<file path="src/rtl/lcma_pkg.sv">
package lcma_pkg;

  localparam int SAMPLE_W = 16;
  localparam int TAP_W    = 24;
  localparam int POW_W    = 32;
  localparam int EY_W     = 35;
  localparam int P_W      = EY_W + SAMPLE_W;
  localparam int G_W      = EY_W + 2;
  localparam int MG_W     = 18;
  localparam int LK_W     = 11;
  localparam int CFG_IDX_W  = 8;
  localparam int CFG_DATA_W = 32;

  localparam logic [1:0] MODE_OFF   = 2'd0;
  localparam logic [1:0] MODE_LIGHT = 2'd1;
  localparam logic [1:0] MODE_AGGR  = 2'd2;
  localparam logic [1:0] MODE_ALT_OFF = 2'd3;

  localparam logic [CFG_IDX_W-1:0] REG_EQ_MODE      = 8'd0;
  localparam logic [CFG_IDX_W-1:0] REG_ADAPT_ENABLE = 8'd1;

  localparam logic signed [TAP_W-1:0] ONE_Q22     = 24'sd4194304;
  localparam logic signed [20:0]      MU_LIGHT    = 21'sd214748;
  localparam logic signed [20:0]      MU_AGGR     = 21'sd858993;
  localparam logic signed [18:0]      LEAK_LIGHT  = 19'sd214748;
  localparam logic signed [18:0]      LEAK_AGGR   = 19'sd42950;
  localparam logic signed [TAP_W-1:0] CLEAK_LIGHT = 24'sd210;
  localparam logic signed [TAP_W-1:0] CLEAK_AGGR  = 24'sd42;

  typedef struct packed {
    logic signed [TAP_W-1:0] re;
    logic signed [TAP_W-1:0] im;
  } tap_t;

  typedef struct packed {
    logic signed [SAMPLE_W-1:0] re;
    logic signed [SAMPLE_W-1:0] im;
  } cplx_t;

  function automatic logic signed [SAMPLE_W-1:0] sat16(input logic signed [63:0] v);
    if (v > 64'sd32767) return 16'sh7fff;
    if (v < -64'sd32768) return 16'sh8000;
    return v[SAMPLE_W-1:0];
  endfunction

  function automatic logic signed [TAP_W-1:0] sat24(input logic signed [63:0] v);
    if (v > 64'sd8388607) return 24'sh7fffff;
    if (v < -64'sd8388608) return 24'sh800000;
    return v[TAP_W-1:0];
  endfunction

endpackage

</file>
<file path="src/rtl/lcma_store.sv">
module lcma_store #(
  parameter int NTAPS = 17,
  parameter int AW = 5
) (
  input  logic clk,
  input  logic rst,
  input  logic clear,
  input  logic rd_en,
  input  logic [AW-1:0] rd_tap_addr,
  input  logic [AW-1:0] rd_hist_addr,
  input  logic hist_we,
  input  logic [AW-1:0] hist_addr,
  input  lcma_pkg::cplx_t hist_wdata,
  input  logic tap_we,
  input  logic [AW-1:0] tap_waddr,
  input  lcma_pkg::tap_t tap_wdata,
  output lcma_pkg::tap_t rd_tap,
  output lcma_pkg::cplx_t rd_hist
);

  localparam int CENTRE = NTAPS / 2;

  lcma_pkg::tap_t  tap_mem [NTAPS];
  lcma_pkg::cplx_t hist_mem [NTAPS];
  logic [NTAPS-1:0] tap_vld;
  logic [NTAPS-1:0] hist_vld;
  lcma_pkg::tap_t  tap_q;
  lcma_pkg::cplx_t hist_q;
  logic tap_vq, hist_vq, centre_q;

  always_ff @(posedge clk) begin
    if (tap_we) begin
      tap_mem[tap_waddr] <= tap_wdata;
    end
    if (hist_we) begin
      hist_mem[hist_addr] <= hist_wdata;
    end
    if (rd_en) begin
      tap_q    <= tap_mem[rd_tap_addr];
      hist_q   <= hist_mem[rd_hist_addr];
      tap_vq   <= tap_vld[rd_tap_addr];
      hist_vq  <= hist_vld[rd_hist_addr];
      centre_q <= (rd_tap_addr == AW'(CENTRE));
    end
  end

  // entries not written since the last clear read as their reset value
  always_ff @(posedge clk) begin
    if (rst || clear) begin
      tap_vld  <= '0;
      hist_vld <= '0;
    end else begin
      if (tap_we) tap_vld[tap_waddr] <= 1'b1;
      if (hist_we) hist_vld[hist_addr] <= 1'b1;
    end
  end

  always_comb begin
    if (tap_vq) begin
      rd_tap = tap_q;
    end else begin
      rd_tap.re = centre_q ? lcma_pkg::ONE_Q22 : '0;
      rd_tap.im = '0;
    end
    rd_hist = hist_vq ? hist_q : '0;
  end

endmodule

</file>
<file path="config.mk">
export PLATFORM = sky130hd
export DESIGN_NAME = lcma_store
export DESIGN_NICKNAME = d
export VERILOG_FILES = /design/src/rtl/lcma_pkg.sv /design/src/rtl/lcma_store.sv
export SDC_FILE = /design/constraint.sdc
export NUM_CORES = 1
export LEC_CHECK = 0
export BUFFER_PORTS_ARGS = -buffer_cell sky130_fd_sc_hd__buf_4
export CAP_MARGIN = 0
export CORE_AREA = 2 2 436 438
export DETAILED_ROUTE_END_ITERATION = 8
export DIE_AREA = 0 0 438 440
export GPL_ROUTABILITY_DRIVEN = 0
export HOLD_SLACK_MARGIN = 0.1
export PLACE_DENSITY = 0.51
export SLEW_MARGIN = 0
export SYNTH_ARGS = -nofsm -noshare
export SYNTH_HDL_FRONTEND = slang
export SYNTH_SLANG_ARGS = --single-unit
export TNS_END_PERCENT = 30
</file>
<file path="constraint.sdc">
create_clock -name clk -period 12.14 [get_ports clk]
set_clock_uncertainty 0.1 [all_clocks]
set_input_delay 1.214 -clock clk [delete_from_list [all_inputs] [get_ports clk]]
set_output_delay 1.214 -clock clk [all_outputs]
set_load 0.03 [all_outputs]
</file>
# Word-level counts from Yosys, hierarchy flattened
# Memories as Yosys holds them, arrays and structs flattened. A register that Yosys moved wholly into a read port is not among the register bits.
# Cells that the tools add are included.
# classes
magnitude_cmp	6
bitwise	2
n_mux	15
reduce_logical	3
n_eq_ne	1
# ops
cell	count
$mux 48	1
$or 17x17->17	2
$mux 32	1
$lt 5x6->1 const B	4
$mux 23	1
$bmux 1 s5	2
$demux 1 s5	2
$ge 5x1->1 const B	2
$mux 1	8
$eq 5x4->1 const B	1
$logic_and 1x1->1	2
$logic_or 1x1->1	1
# word_totals
regBits	37
ram_bits	1360
n_memories	2
out_inout_bits	80
word_cells	34
# mem_list
name	depth	word_bits	read_ports	rd_clocked_by_memory_dff	write_ports	line	source
tap_mem	17	48	1	1	1	lcma_store.sv:23	lcma_pkg::tap_t tap_mem [NTAPS];
hist_mem	17	32	1	1	1	lcma_store.sv:24	lcma_pkg::cplx_t hist_mem [NTAPS];

# Longest topological paths before layout
# logic_depth
word_depth	5
depth_mapped	8

# Least setup slack after synthesis
# No wires, ideal clock.
# synth_timing
kind	input -> register
start	input tap_waddr[0]
end	memory tap_mem[16][0] in the netlist's numbering, enable pin
setup_time_ns	0.592
arrival_ns	6.813
stages	2
slack_ns	4.634
cell_sequence	or3b_2 -> nor4b_1
# synth_rtl
element	line	source
start: declaration	lcma_store.sv:15	input logic [AW-1:0] tap_waddr,
end: declaration	lcma_store.sv:23	
# Straight into the memory's write port.

==> metrics list <==
- In the synthesized netlist the dominant register cell turns out to be edfxtp_1.
* Initial Utilization: 29.81%
* Library cell occupying the most area in the post-synthesis netlist: edfxtp_1
- For this design the static power due to leakage is 21.42 nW.
- The most common cell in the synthesized netlist is edfxtp_1.
- Estimated wirelength of the detail-placed design: 68.63 mm
* CTS-repair resized insts: 0
* Basic-gate share of the synthesized area counting and, or, nand and nor cells: 2.480%
- Clock-pin slew reported for the worst setup and hold paths after clock tree synthesis: 0.06 ns
- The H-tree was split into 4 levels.
- Remaining Overflow, GRT: 0
- Y dimension of the die: 440 um
- Worst min-delay path category: reg -> reg
- Compared with the post-synthesis result, the final layout area differs by 17.21%.
- The synthesized netlist devotes 0% of its cell area to adder and majority cells.
* Pin count of the biggest net entering global routing: 92
* Fraction of the yosys area taken by sequential cells: 78.30%
- Die boundary width: 438 um
- Vias per cell: 4.834
- By area, the combinational part of the netlist is dominated by multiplexers.
* Routed WL per cell: 25.30 um
- Register bit count reported by yosys: 1477
- Counting distinct cell types in the post-synthesis netlist gives 36.
- TritonCTS clock tree: built
- At the end of the flow, the number of nets in the layout was 3076.
- For the worst setup path, the data arrival time is 3.07 ns.
- Share of the clock period used by the worst path: 36.09%
- STA puts the critical path data required time at 10.83 ns.
- Run status: finished clean
- For this run, asynchronously set or reset flops after synthesis account for 0%.
* Synth top area share: 77.09%
- Derived from the worst setup path, the maximum achievable clock frequency is 228.2 MHz.
- The pre-antenna-repair detailed-routing pass consisted of 5 iterations.
- Yosys warning total: 0
- Hold-fix buffers, CTS: 0
- The number of hold violations in the final report came to 0.
- Max cap viols: 0
- The tree is rooted in a clkbuf_16.
* Number of global-route vias before repair: 27860
- Critical-path maximum fanout: 27
* Number of standard cells after synthesis: 2711
- The first global-routing pass estimated 203.0 mm of wire.
* Headroom to the max-slew limit: 19.23%
- Type of the worst setup path: reg -> out
* GRT Total Usage: 14.58%
- TritonCTS buffer count: 161
- In this run the count of I/O pins placed on the die edge is 186.
- Critical path launch point type: flop
- Power per Cell Area: 166.1 nW/um^2
* DRC errors left: 0
- Antenna Nets Post-Route: 0
- Die Area: 192700 um^2
* Final critical-path required period: 4.382 ns
- Area fraction in compound gates after synthesis: 3.595%
- Post-synth net total: 2817
* IO buf count: 185
- The worst-case IR drop observed on VDD is 125.7 uV.
- The initial antenna violation count was 14.
- The clock drives 1477 sinks.
- Wirelength, routed: 142.0 mm
* Cell types with the largest area share after synthesis: edfxtp_1 77%, mux4_2 9.2%, mux2i_1 4.1%
- Cells with a size suffix above 1 make up 25.54% of the layout.
- Of the post-synthesis cell area, the part taken by muxes is 14.26%.
- Max clock buf depth: 3
- The final route contains 27140 vias.
* Sum of negative setup slack: 0 ns
- Xor and xnor fraction of the mapped netlist area: 0%
- Setup repair after global routing left no endpoint under its margin.
- The floorplan has 160 rows.
- Top cell types by occurrence after synthesis: 1443 x edfxtp_1, 230 x mux4_2, 228 x mux2i_1
- For the worst-skew pair, the clock arrives at the later sink with an insertion delay of 0.79 ns.
- Hold is met by 0.3616 ns.
- Number of failing setup endpoints in the final timing report: 0
- Core area: 188600 um^2
- For this block, the initial DRC count from the detailed router was 2235.
* Count of fill cells added during filler insertion: 17620
- Mapped Avg Cell Area: 20.74 um^2
* Number of buffers added for setup after CTS: 0
- The total count of max-transition violations in the final report came to 0.
- Counting flops with a built-in enable in the synthesized netlist gives 1443.
* Post-Syn Area: 56210 um^2
* Critical path capture point type: primary output
- Transition time at the pin with the least slew margin: 1.212 ns
==> flip-flops by register name, indices dropped and copies added (netlist names) <==
register  flops
hist_vq       1
tap_q        48
hist_q       32
tap_vld      17
hist_vld     17
tap_mem     816
hist_mem    544
tap_vq        1
centre_q      1
==> final cells by class <==
cell class	count	area [um^2]	share of cell area, %
timing repair buffer	246	1886	2.862
inverter	1	3.754	0.005697
sequential	1477	44010	66.80
multi-input combinational	1083	11720	17.79
tap	2511	3142	4.768
antenna	1	2.502	0.003798
clock inverter	94	890.9	1.352
clock buffer	200	4228	6.417
==> cell families (layout without fill, tap and decap cells) <==
family,count (synthesis),count (layout)
compound gates,283,283
buf+inv,151,541
flops,1477,1477
mux,507,507
other cells,0,1
simple gates,293,293
==> report_power, final <==
group,switching [W],internal [W]
clock,0.00204,0.00267
sequential,0.0000217,0.00568
combinational,0.000333,0.000200
total,0.00240,0.00855
==> per-stage QoR <==
stage	total power, W	cell area [um^2]	util [%]	setup WS (ns)	cells
after global placement	0.006345	60770	32.22	7.224	5318
after global routing	0.01132	65880	34.94	7.600	5612
after floorplan	0.006110	56210	-	4.634	2711
after CTS	0.01108	65880	34.94	7.583	5612
final	0.01094	65890	34.94	7.758	5613
after detailed placement	0.006350	60770	32.22	7.226	5318
==> critical path: stages, from the launching register on <==
cell and delay (ns):
edfxtp_1 1.15, buf_4 0.57, and2_1 0.35, buf_4 0.21
==> cell usage in the layout, fill, tap and decap left out, types with 3 or more instances in the layout <==
cell	Yosys	routed
a211oi_1	33	33
nand3b_1	6	6
clkinv_2	0	30
a21o_1	32	32
nor2_1	39	5
o22ai_1	32	32
and2_1	81	80
clkbuf_16	0	163
inv_6	0	3
mux4_2	230	230
clkbuf_1	68	36
a32oi_1	48	48
a21oi_1	49	49
mux2i_1	228	228
buf_4	7	240
dfxtp_1	34	34
or3b_2	4	4
clkinv_16	0	7
nor2_4	0	34
clkinv_8	0	4
o21a_1	34	34
a22oi_1	51	51
mux2_2	49	49
bufinv_16	0	8
nand2_1	146	146
nor2b_4	0	3
buf_6	15	3
edfxtp_1	1443	1443
clkinv_1	0	38
==> per-layer routing <==
metal	wire, um	share of wire, %	vias to the layer above	track usage, %
li1	-	-	11690	-
met1	63870	45	14530	20.10
met2	67870	48	699	23.66
met3	7678	5.4	202	2.875
met4	2518	1.8	16	3.626
met5	101	0.071	-	0
==> worst paths after layout <==
check	from	end	slack [ns]	depth (start not counted)
hold reg to reg	tap_vld[7]$_SDFFE_PP0P_	tap_vld[7]$_SDFFE_PP0P_	0.36	1
hold / removal	tap_vld[7]$_SDFFE_PP0P_	tap_vld[7]$_SDFFE_PP0P_	0.36	1
setup / recovery	tap_vq$_DFFE_PP_	rd_tap[5]	7.76	3
setup reg to reg	hist_mem[7][27]$_DFFE_PP_	hist_q[27]$_DFFE_PP_	10.42	4
Power figures use the tool's default switching activity.
